===== config.mk =====
export PLATFORM = sky130hd
export DESIGN_NAME = bilinear_block_upscaler
export DESIGN_NICKNAME = d
export VERILOG_FILES = /design/src/bbu_pkg.sv /design/src/bilinear_block_upscaler.sv /design/src/bbu_term_unit.sv
export SDC_FILE = /design/constraint.sdc
export NUM_CORES = 1
export LEC_CHECK = 0
export ABC_AREA = 1
export BUFFER_PORTS_ARGS = -buffer_cell sky130_fd_sc_hd__buf_4
export CORE_MARGIN = 2
export CORE_UTILIZATION = 57
export CTS_BUF_LIST = sky130_fd_sc_hd__clkbuf_8 sky130_fd_sc_hd__clkbuf_16
export CTS_CLUSTER_SIZE = 10
export DETAILED_ROUTE_END_ITERATION = 16
export PLACE_DENSITY_LB_ADDON = 0.25
export SLEW_MARGIN = 20
export SYNTH_ARGS = -nofsm -noshare
export SYNTH_HDL_FRONTEND = slang
export SYNTH_SLANG_ARGS = --single-unit

===== constraint.sdc =====
create_clock -name clk_i -period 5.06 [get_ports clk_i]
set_clock_uncertainty 0.1 [all_clocks]
set_input_delay 0 -clock clk_i [delete_from_list [all_inputs] [get_ports clk_i]]
set_output_delay 0 -clock clk_i [all_outputs]
set_load 0.1 [all_outputs]

===== src/bbu_pkg.sv =====
// ----------------------------------------------------------------------------
// bbu_pkg
// Shared sizes and arithmetic constants of the bilinear block upscaler.
// ----------------------------------------------------------------------------
`default_nettype none

package bbu_pkg;

  localparam int SRC_WIDTH  = 32;
  localparam int SRC_HEIGHT = 24;
  localparam int STEPS      = 8;

  localparam int PIX_W   = 16;
  localparam int COORD_W = 8;
  localparam int COL_W   = (SRC_WIDTH > 1) ? $clog2(SRC_WIDTH) : 1;
  localparam int ROW_W   = (SRC_HEIGHT > 1) ? $clog2(SRC_HEIGHT) : 1;
  localparam int STEP_W  = $clog2(STEPS);
  localparam int WGT_W   = $clog2(STEPS + 1);
  localparam int TERM_W  = PIX_W + 1;
  localparam int PROD_W  = PIX_W + WGT_W + 1;

  // truncating divide by STEPS as a multiply by a rounded-up reciprocal
  localparam int RECIP_SHIFT = PROD_W + $clog2(STEPS);
  localparam int RECIP_W     = RECIP_SHIFT;
  localparam longint RECIP_L = ((longint'(1) << RECIP_SHIFT) + longint'(STEPS) - 1)
                               / longint'(STEPS);
  localparam logic [RECIP_W-1:0] RECIP = RECIP_W'(RECIP_L);

  typedef logic signed [PIX_W-1:0]  pix_t;
  typedef logic signed [TERM_W-1:0] term_t;
  typedef logic [WGT_W-1:0]         wgt_t;

endpackage

`default_nettype wire


===== src/bilinear_block_upscaler.sv =====
// ----------------------------------------------------------------------------
// bilinear_block_upscaler
// Upscales a raster stream of signed pixels by STEPS in both directions.
// ----------------------------------------------------------------------------
// Each input word at source row and column both at least one completes a cell
// of four neighbours and yields a block of STEPS x STEPS output words in
// row-major order, the final one flagged by last_of_block_o. The block takes
// one input word at a time: a word in column zero is taken without a stall,
// any other word passes through the line store states, and a word that yields
// a block also passes through the block computation, which the output stall
// can hold. All arithmetic goes through the single multiply-divide unit, six
// terms per output pixel, one after another. The previous source row sits in a
// line store with one read and one write port, accessed in the states S_RD0,
// S_RD1 and S_RD2 after the word is taken.
// ----------------------------------------------------------------------------
`default_nettype none

module bilinear_block_upscaler
  import bbu_pkg::*;
(
  input  wire logic               clk_i,
  input  wire logic               rst_ni,
  input  wire logic               in_valid_i,
  output logic                    in_stall_o,
  input  wire pix_t               pixel_value_i,
  input  wire logic               frame_start_i,
  output logic                    out_valid_o,
  input  wire logic               out_stall_i,
  output logic [COORD_W-1:0]      out_x_o,
  output logic [COORD_W-1:0]      out_y_o,
  output pix_t                    out_value_o,
  output logic                    last_of_block_o
);

  localparam logic [2:0] S_IDLE = 3'd0;
  localparam logic [2:0] S_RD0  = 3'd1;
  localparam logic [2:0] S_RD1  = 3'd2;
  localparam logic [2:0] S_RD2  = 3'd3;
  localparam logic [2:0] S_CALC = 3'd4;

  localparam logic [2:0] OP_TL  = 3'd0;
  localparam logic [2:0] OP_TR  = 3'd1;
  localparam logic [2:0] OP_BL  = 3'd2;
  localparam logic [2:0] OP_BR  = 3'd3;
  localparam logic [2:0] OP_TOP = 3'd4;
  localparam logic [2:0] OP_BOT = 3'd5;

  localparam logic [3:0] ST_LAST = 4'd11;
  localparam logic [STEP_W-1:0] STEP_MAX = STEP_W'(STEPS - 1);

  logic [2:0]        state_q, state_d;
  logic [COL_W-1:0]  col_cnt_q, col_cnt_d;
  logic [ROW_W-1:0]  row_cnt_q, row_cnt_d;
  logic [COL_W-1:0]  col_q;
  logic [ROW_W-1:0]  row_q;
  logic [COL_W-1:0]  c_sel;
  logic [ROW_W-1:0]  r_sel;
  logic [3:0]        st_q, st_d;
  logic [STEP_W-1:0] sx_q, sx_d, sy_q, sy_d;
  logic              accept;
  logic              emit;
  logic              last_step;

  pix_t  left_q, bl_q, br_q, tl_q, tr_q, top_q, bot_q;
  term_t acc_q;
  term_t term;
  pix_t  op_value;
  wgt_t  op_weight;
  logic [2:0] op_sel;

  logic [PIX_W-1:0]  line_mem [SRC_WIDTH];
  logic [PIX_W-1:0]  mem_rdata_q;
  logic [COL_W-1:0]  mem_raddr;
  logic [COL_W-1:0]  mem_waddr;
  logic [PIX_W-1:0]  mem_wdata;
  logic              mem_we;

  logic              out_valid_q;
  logic [COORD_W-1:0] out_x_q, out_y_q;
  pix_t              out_value_q;
  logic              out_last_q;
  logic [15:0]       x_full, y_full;
  pix_t              value_d;

  assign in_stall_o = (state_q != S_IDLE);
  assign accept     = in_valid_i && !in_stall_o;
  assign c_sel      = frame_start_i ? '0 : col_cnt_q;
  assign r_sel      = frame_start_i ? '0 : row_cnt_q;

  // position counters
  always_comb begin
    col_cnt_d = col_cnt_q;
    row_cnt_d = row_cnt_q;
    if (accept) begin
      if (c_sel == COL_W'(SRC_WIDTH - 1)) begin
        col_cnt_d = '0;
        row_cnt_d = (r_sel == ROW_W'(SRC_HEIGHT - 1)) ? '0 : ROW_W'(r_sel + 1'b1);
      end else begin
        col_cnt_d = COL_W'(c_sel + 1'b1);
        row_cnt_d = r_sel;
      end
    end
  end

  // line store
  always_comb begin
    mem_raddr = (state_q == S_RD0) ? COL_W'(col_q - 1'b1) : col_q;
    mem_we    = 1'b0;
    mem_waddr = col_q;
    mem_wdata = br_q;
    if (state_q == S_RD1) begin
      mem_we    = 1'b1;
      mem_waddr = COL_W'(col_q - 1'b1);
      mem_wdata = bl_q;
    end else if (state_q == S_RD2 && col_q == COL_W'(SRC_WIDTH - 1)) begin
      mem_we    = 1'b1;
    end
  end

  always_ff @(posedge clk_i) begin
    if (mem_we) begin
      line_mem[mem_waddr] <= mem_wdata;
    end
    mem_rdata_q <= line_mem[mem_raddr];
  end

  // operand select for the shared unit
  assign op_sel = st_q[3:1];

  always_comb begin
    unique case (op_sel)
      OP_TL: begin
        op_value  = tl_q;
        op_weight = wgt_t'(STEPS) - wgt_t'(sx_q);
      end
      OP_TR: begin
        op_value  = tr_q;
        op_weight = wgt_t'(sx_q);
      end
      OP_BL: begin
        op_value  = bl_q;
        op_weight = wgt_t'(STEPS) - wgt_t'(sx_q);
      end
      OP_BR: begin
        op_value  = br_q;
        op_weight = wgt_t'(sx_q);
      end
      OP_TOP: begin
        op_value  = top_q;
        op_weight = wgt_t'(STEPS) - wgt_t'(sy_q);
      end
      OP_BOT: begin
        op_value  = bot_q;
        op_weight = wgt_t'(sy_q);
      end
      default: begin
        op_value  = bot_q;
        op_weight = wgt_t'(sy_q);
      end
    endcase
  end

  bbu_term_unit u_term (
    .clk_i       (clk_i),
    .op_value_i  (op_value),
    .op_weight_i (op_weight),
    .term_o      (term)
  );

  assign emit      = (state_q == S_CALC) && (st_q == ST_LAST)
                     && (!out_valid_q || !out_stall_i);
  assign last_step = (sx_q == STEP_MAX) && (sy_q == STEP_MAX);
  assign value_d   = pix_t'(acc_q + term);

  // sequencer
  always_comb begin
    state_d = state_q;
    st_d    = st_q;
    sx_d    = sx_q;
    sy_d    = sy_q;
    unique case (state_q)
      S_IDLE: begin
        if (accept && c_sel != '0) begin
          state_d = S_RD0;
        end
      end
      S_RD0: begin
        state_d = S_RD1;
      end
      S_RD1: begin
        state_d = S_RD2;
      end
      S_RD2: begin
        st_d = '0;
        sx_d = '0;
        sy_d = '0;
        state_d = (row_q != '0) ? S_CALC : S_IDLE;
      end
      S_CALC: begin
        if (st_q != ST_LAST) begin
          st_d = st_q + 4'd1;
        end else if (emit) begin
          st_d = '0;
          if (last_step) begin
            state_d = S_IDLE;
          end else if (sx_q == STEP_MAX) begin
            sx_d = '0;
            sy_d = sy_q + 1'b1;
          end else begin
            sx_d = sx_q + 1'b1;
          end
        end
      end
      default: begin
        state_d = S_IDLE;
      end
    endcase
  end

  always_ff @(posedge clk_i or negedge rst_ni) begin
    if (!rst_ni) begin
      state_q     <= S_IDLE;
      col_cnt_q   <= '0;
      row_cnt_q   <= '0;
      st_q        <= '0;
      sx_q        <= '0;
      sy_q        <= '0;
      out_valid_q <= 1'b0;
    end else begin
      state_q   <= state_d;
      col_cnt_q <= col_cnt_d;
      row_cnt_q <= row_cnt_d;
      st_q      <= st_d;
      sx_q      <= sx_d;
      sy_q      <= sy_d;
      if (emit) begin
        out_valid_q <= 1'b1;
      end else if (!out_stall_i) begin
        out_valid_q <= 1'b0;
      end
    end
  end

  // datapath registers
  always_ff @(posedge clk_i) begin
    if (accept) begin
      col_q  <= c_sel;
      row_q  <= r_sel;
      bl_q   <= left_q;
      br_q   <= pixel_value_i;
      left_q <= pixel_value_i;
    end
    if (state_q == S_RD1) begin
      tl_q <= mem_rdata_q;
    end
    if (state_q == S_RD2) begin
      tr_q <= mem_rdata_q;
    end
    if (state_q == S_CALC && st_q[0]) begin
      unique case (op_sel)
        OP_TR:   top_q <= pix_t'(acc_q + term);
        OP_BR:   bot_q <= pix_t'(acc_q + term);
        OP_BOT:  acc_q <= acc_q;
        default: acc_q <= term;
      endcase
    end
    if (emit) begin
      out_x_q     <= x_full[COORD_W-1:0];
      out_y_q     <= y_full[COORD_W-1:0];
      out_value_q <= value_d;
      out_last_q  <= last_step;
    end
  end

  assign x_full = 16'(COL_W'(col_q - 1'b1)) * 16'(STEPS) + 16'(sx_q);
  assign y_full = 16'(ROW_W'(row_q - 1'b1)) * 16'(STEPS) + 16'(sy_q);

  assign out_valid_o     = out_valid_q;
  assign out_x_o         = out_x_q;
  assign out_y_o         = out_y_q;
  assign out_value_o     = out_value_q;
  assign last_of_block_o = out_last_q;

  // checks
  a_calc_pos: assert property (@(posedge clk_i) disable iff (!rst_ni)
    state_q == S_CALC |-> (col_q != '0) && (row_q != '0))
    else $error("block computed outside interior");

  a_step_range: assert property (@(posedge clk_i) disable iff (!rst_ni)
    state_q == S_CALC |-> st_q <= ST_LAST)
    else $error("step counter out of range");

  a_last_idle: assert property (@(posedge clk_i) disable iff (!rst_ni)
    (emit && last_step) |=> (state_q == S_IDLE) && out_valid_q && out_last_q)
    else $error("block end not followed by idle");

  a_accept_next: assert property (@(posedge clk_i) disable iff (!rst_ni)
    accept |=> (state_q == S_IDLE) || (state_q == S_RD0))
    else $error("unexpected state after accept");

endmodule

`default_nettype wire


===== src/bbu_term_unit.sv =====
// ----------------------------------------------------------------------------
// bbu_term_unit
// Shared multiply-divide unit: term = trunc(value * weight / STEPS).
// The product is registered, the scaled quotient is formed combinationally from it.
// ----------------------------------------------------------------------------
`default_nettype none

module bbu_term_unit
  import bbu_pkg::*;
(
  input  wire logic  clk_i,
  input  wire pix_t  op_value_i,
  input  wire wgt_t  op_weight_i,
  output term_t      term_o
);

  logic signed [PROD_W-1:0]         prod_d;
  logic signed [PROD_W-1:0]         prod_q;
  logic [PROD_W-1:0]                mag;
  logic [PROD_W+RECIP_W-1:0]        scaled;
  logic [TERM_W-1:0]                quo_mag;

  assign prod_d = PROD_W'(op_value_i) * PROD_W'($signed({1'b0, op_weight_i}));

  always_ff @(posedge clk_i) begin
    prod_q <= prod_d;
  end

  always_comb begin
    mag     = prod_q[PROD_W-1] ? PROD_W'(-prod_q) : PROD_W'(prod_q);
    scaled  = (PROD_W + RECIP_W)'(mag) * (PROD_W + RECIP_W)'(RECIP);
    quo_mag = scaled[RECIP_SHIFT +: TERM_W];
    term_o  = prod_q[PROD_W-1] ? term_t'(-quo_mag) : term_t'(quo_mag);
  end

endmodule

`default_nettype wire


==> results of run 1 <==
sequential cells by signal (all words and copies together) (netlist names), 4 cells and up:
| name | count |
|---|---|
| out_y_o | 8 |
| br_q | 16 |
| bl_q | 16 |
| col_cnt_q | 5 |
| st_q | 4 |
| row_q | 5 |
| bot_q | 16 |
| top_q | 16 |
| tl_q | 16 |
| row_cnt_q | 5 |
| mem_rdata_q | 16 |
| out_x_o | 8 |
| tr_q | 16 |
| line_mem | 512 |
| out_value_o | 16 |
| u_term.prod_q | 20 |
| col_q | 5 |
| acc_q | 16 |
logic make-up (layout without fill, tap and decap cells):
logic type	Yosys count	in the layout	share of synthesized area [%]
AOI/OAI and AO/OA	597	598	11.4
DFF	727	727	67.1
xor gates and xnor gates	58	58	1.60
adders and majority gates	103	103	4.85
and+or+nand+nor	822	822	10.7
buffers and inverters	319	533	4.29
per-stage QoR:
stage / TNS (ns) / setup WS [ns] / area, um2 / cells
after detailed placement: 0 / 0.0567 / 33500 / 3402
after floorplan: 0 / 0.128 / 31800 / 2626
final: 0 / 0.176 / 36700 / 3589
after global routing: -0.0933 / -0.0551 / 36700 / 3589
after global placement: 0 / 0.130 / 33500 / 3402
after CTS: 0 / 0.0277 / 36300 / 3577
how the worst min path moves through the flow:
stage	start	to	slack, ns	cells past startpoint
after floorplan	rst_ni	col_cnt_q[0]	-0.40	0
after global placement	rst_ni	row_cnt_q[0]	-0.18	1
after detailed placement	rst_ni	row_cnt_q[0]	-0.18	1
after CTS	out_stall_i	out_valid_o	0.02	4
after global routing	out_stall_i	out_valid_o	0.06	4
final	out_stall_i	out_valid_o	0.05	4
repair_timing:
action | CTS | global route
buffers inserted | 0 | 11
gates resized for setup | 0 | 83
setup endpoints to repair | 0 | 9
hold endpoints to repair | 86 | 0
hold buffers | 38 | 0
cell type report:
type                    count  area [um2]  area share (%)
clock buffers              86        2140            5.83
clock inverters            51         302           0.821
inverters                 192         736            2.00
multi-input cells        1581        9520            25.9
flip-flops and latches    727       21400            58.2
well taps                 748         936            2.55
repair buffers            204        1730            4.71
synthesized netlist by cell type, types with 6 or more instances:
cell type / n / area [um2]
a221oi_1: 15 / 131
edfxtp_1: 667 / 20000
clkbuf_1: 57 / 214
xor2_1: 38 / 333
fa_1: 34 / 681
o21ai_1: 36 / 180
inv_2: 9 / 33.8
ha_1: 69 / 863
o21a_1: 18 / 135
o221ai_1: 90 / 788
o211ai_1: 17 / 128
o21ai_0: 313 / 1570
nor3_1: 6 / 30.0
dfrtp_1: 24 / 601
nor2_1: 423 / 1590
a21oi_1: 32 / 160
buf_2: 45 / 225
inv_1: 180 / 676
dfxtp_1: 36 / 721
nor2_2: 6 / 37.5
a32o_1: 6 / 60.1
xnor2_1: 20 / 175
o22ai_1: 43 / 269
o2111ai_1: 6 / 52.6
nand4_1: 10 / 62.6
or2_2: 11 / 68.8
nand3_1: 119 / 596
nand2_1: 228 / 856
buf_4: 11 / 82.6
o21ai_2: 7 / 61.3
buf_6: 8 / 90.1
worst min-delay path: cells and delay by family:
family | cells | cell delay [ns]
AO/OA/AOI/OAI | 1 | 0.07
buffers and inverters | 2 | 0.63
AND/OR/NAND/NOR | 1 | 0.06
report_power, final:
group	switching, mW	total [mW]	internal [mW]
sequential	0.255	7.81	7.56
clock	2.31	5.39	3.09
combinational	6.58	10.4	3.81
metal layers:
layer	track usage (%)	share of wire, %	vias to the layer above
met1	38.5	40	10600
li1	-	-	9804
met2	47.0	47	1064
met3	4.96	8.5	199
met4	13.4	4.7	0
met5	0	0	-
==> results.toml, run 1 <==
[floorplanning]
ios = 56
start_util_pct = 57.7
die_x_um = 240
row_count = 86
dieHeight_um = 240
coreArea_um2 = 55100
dieArea_um2 = 57700

[sta]
fmax_mhz = 205
slew_headroom_pct = 30.6
whs_ns = 0.0529
hold_viol_final = 0
period_share_pct = 96.5
slew_violations = 0
fin_crit_ns = 4.88
setup_viol = 0
worstMarginPinSlew_ns = 1.04

[yosys]
yosysWarnings = 0
synth-seq-cells = 727
ys_seq_area_share_pct = 67.1
avgSynthCellArea_um2 = 12.1
synth_area_um2 = 31800
synthCells = 2626
async_flop_share_pct = 3.30
ys_types = 52
synth-edff-count = 667
synth_fp_nets = 2750
synth_ff_type = "edfxtp_1"

[global_route]
grt.overflow.total = 0
grt_pass1_vias = 21500
track_usage_pct = 29.0
grt_max_degree = 129
antenna_found_initial = 0
grt_first_pass_wirelength_um = 125000

[power_and_ir_drop]
ir_drop_uv = 775
power.density_nw_per_um2 = 643
leakage_nw = 13.4
fin_total_pwr_mw = 23.6

[route]
drtIter0Drc = 2697
via_count = 21700
drc = 0
routed_wirelength_um = 82100
first_pass_iters = 5
avgRoutedWirePerCell_um = 22.9
via_per_inst = 6.04
final_antenna_net_count = 0

[critical_path]
regToRegSetupSlack_ns = 0.18
r2r_end = "u_term.prod_q[15]"
crit_fanout = 13
critPathBufInv = 7
critical_path_class = "register to register"
cp.required_ns = 5.47
r2r_cells = 26
critical_path.startpoint = "st_q[1]"
crit_family = "adder cells"
crit_path_max_incr_delay_ns = 0.54
crit_end = "u_term.prod_q[15]"
cp_num_cells = 26
crit_path_frequent_cell = "nand2_1"
reg2reg_from = "st_q[1]"
cp_data_arrival_time_ns = 5.29
start_kind = "register"
crit_path_end_kind = "register"
critPathSlowestCell = "fa_1"

[clock_tree]
cts_max_path_buffers = 3
clk_latency_ns = 0.64
cts_tree = "done"
clock-sinks = 727
cts_made_buffers = 83
clkTransAtPathRegs_ns = 0.06
cts.root.buffer_cell = "clkbuf_16"
htree_levels = 3

[final_layout]
num_antenna_cells = 0
drive_gt1_share_pct = 13.2
mostFrequentLayoutCells = "edfxtp_1 (667), nor2_1 (416), o21ai_0 (288)"
syn2layout_area_growth_pct = 15.4
fillerInstances = 3954
fin_nets = 2913
finish.utilization_pct = 66.6
layout_commonest_cell = "edfxtp_1"

[flow_run]
max_cap_violations = 0

[min_path]
hold_class = "primary input to register"

[place]
portBuffers = 55
routabilityCongestion = 0.939
post-dp-hpwl_um = 48600

[outcome]
status = "finished clean"
Note: power is estimated with default switching activity, not from simulation.
==> inputs of run 2 (changes only) <==
--- a/config.mk
+++ b/config.mk
@@ -6,7 +6,7 @@
 export NUM_CORES = 1
 export LEC_CHECK = 0
 export ABC_AREA = 1
-export BUFFER_PORTS_ARGS = -buffer_cell sky130_fd_sc_hd__buf_4
+export BUFFER_PORTS_ARGS = -buffer_cell sky130_fd_sc_hd__buf_2
 export CORE_MARGIN = 2
 export CORE_UTILIZATION = 57
 export CTS_BUF_LIST = sky130_fd_sc_hd__clkbuf_8 sky130_fd_sc_hd__clkbuf_16
==> run 2 against run 1 <==
Non-clock buffer count is 1 lower. Final cell count is 0.39% lower. Clock power decreased by 0.7%. Combinational power shrank 4%. Sequential share of layout area is 0.44 points higher. Flip-flop and latch count unchanged. Via count is 0.41% higher. Cell area down 0.75%. Routed wire length fell by 2.2%.
==> results.toml, run 2 (synthesized netlist as in run 1, its figures left out) <==
[critical_path]
cp.required_ns = 5.47
regToRegSetupSlack_ns = 0.17
reg2reg_from = "st_q[2]"
crit_path_max_incr_delay_ns = 0.54
critPathSlowestCell = "fa_1"
start_kind = "register"
crit_fanout = 8
critical_path_class = "register to register"
cp_data_arrival_time_ns = 5.30
crit_path_end_kind = "register"
critPathBufInv = 5
cp_num_cells = 27
r2r_cells = 27
r2r_end = "u_term.prod_q[20]"
crit_family = "adder cells"

[final_layout]
final_cells = 3575
layout_commonest_cell = "edfxtp_1"
num_antenna_cells = 0
largest_reg_flops = 512
final_area_um2 = 36400
top_register = "line_mem"
drive_gt1_share_pct = 12.9
syn2layout_area_growth_pct = 14.6
fin_nets = 2911
top_regs = "line_mem x512, u_term.prod_q x20"
mostFrequentLayoutCells = "edfxtp_1 (667), nor2_1 (420), o21ai_0 (289)"

[place]
placedCellCount = 3409
post-dp-hpwl_um = 49200
portBuffers = 55
routabilityCongestion = 0.961
dpl_cell_area_um2 = 33400
post-place-ws_ns = 0.0130

[clock_tree]
cts.root.buffer_cell = "clkbuf_16"
clock-sinks = 727
clk_latency_ns = 0.64
clkTransAtPathRegs_ns = 0.06
htree_levels = 3
cts_tree = "done"
cts_max_path_buffers = 3
cts_made_buffers = 83

[global_route]
grt_pass1_vias = 21300
grt_max_degree = 153
antenna_found_initial = 0
grt_first_pass_wirelength_um = 121000
grt.overflow.total = 0
track_usage_pct = 28.0

[route]
drc = 0
wl_met1_um = 32000
top_layer = "met4"
routed_wirelength_um = 80300
via_count = 21800
via_per_inst = 6.09
met2_length_um = 38900
avgRoutedWirePerCell_um = 22.5
first_pass_iters = 6
final_antenna_net_count = 0
drtIter0Drc = 2664
wl_met3_um = 6440

[sta]
period_share_pct = 96.6
fmax_mhz = 205
setup_viol = 0
slew_headroom_pct = 31.2
fin_crit_ns = 4.89
slew_violations = 0
hold_viol_final = 0
layout_setup_ws_ns = 0.171
worstMarginPinSlew_ns = 1.03

[power_and_ir_drop]
fin_total_pwr_mw = 23.1
power.density_nw_per_um2 = 634
leakage_nw = 13.3
ir_drop_uv = 780

[floorplanning]
start_util_pct = 57.7
ios = 56
coreArea_um2 = 55100
die_x_um = 240
dieHeight_um = 240
dieArea_um2 = 57700
row_count = 86

[min_path]
min_from = "pixel_value_i[5]"
hold_class = "primary input to register"
min_path_cells = 2
whs_endpoint = "br_q[5]"

[outcome]
status = "finished clean"

[flow_run]
max_cap_violations = 0
## run 2: cell types whose count changed in the layout (fill, tap and decap cells not counted), sizes merged
cell	previous run	this run
dlygate4sd3	37	36
inv	235	223
o21ai	357	356
## run 2: cell type report
type | instances | area, um2
clock inverters | 39 | 260
inverters | 192 | 737
repair buffers | 203 | 1590
flip-flops and latches | 727 | 21400
well taps | 748 | 936
fillers | 3970 | 18700
multi-input cells | 1580 | 9420
clock buffers | 86 | 2140
## run 2: worst register-to-register path, cell delays in order (launching register included)
cell	delay, ns
dfrtp_1	0.42
nor2_4	0.17
nand2_4	0.09
o21ai_2	0.14
inv_1	0.06
ha_1	0.19
inv_1	0.08
xor2_1	0.20
o221ai_2	0.15
o21ai_4	0.17
nor2_1	0.10
ha_1	0.33
fa_1	0.54
inv_1	0.06
fa_1	0.53
inv_1	0.04
ha_1	0.33
o21ai_2	0.16
o21ai_1	0.08
buf_4	0.15
nand2_1	0.07
nand2_1	0.10
nand2_1	0.08
nand2_1	0.07
a21oi_1	0.13
nor2_1	0.05
nor2_1	0.11
xnor2_1	0.08
## run 2: how the worst max path moves through the flow
| stage | from | end | slack (ns) |
|---|---|---|---|
| after detailed placement | st_q[1] | u_term.prod_q[12] | 0.01 |
| after floorplan | st_q[2] | u_term.prod_q[14] | 0.13 |
| final | st_q[2] | u_term.prod_q[20] | 0.17 |
| after global placement | st_q[1] | u_term.prod_q[20] | 0.12 |
| after global routing | st_q[2] | u_term.prod_q[20] | -0.17 |
| after CTS | st_q[1] | u_term.prod_q[20] | 0.04 |
## run 2: metal layers
metal / track usage [%] / vias up
met1: 37.7 / 10800
met4: 11.4 / 0
met5: 0 / -
met2: 46.3 / 1040
li1: - / 9778
met3: 3.98 / 176
## run 2: repair_timing
action / in CTS / in global routing
pin swaps: 0 / 10
gates resized for setup: 1 / 64
cloned: 0 / 0
setup buffers: 0 / 4
endpoints found under the setup margin: 1 / 10
hold endpoints to repair: 69 / 0
hold buffers: 37 / 0
## run 2: per-stage QoR
stage / hold slack (ns) / util [%] / setup TNS, ns
finish: 0.0349 / 66.1 / 0
floorplan: -0.396 / - / 0
detailed placement: -0.0736 / 60.6 / 0
global route: 0.0190 / 66.1 / -0.453
global placement: -0.0845 / 60.6 / 0
CTS: 0.00346 / 65.6 / 0
## run 2: power by group
group	internal, mW	switching [mW]
clock network	3.07	2.28
logic	3.53	6.41
registers	7.56	0.261
total	14.2	8.95
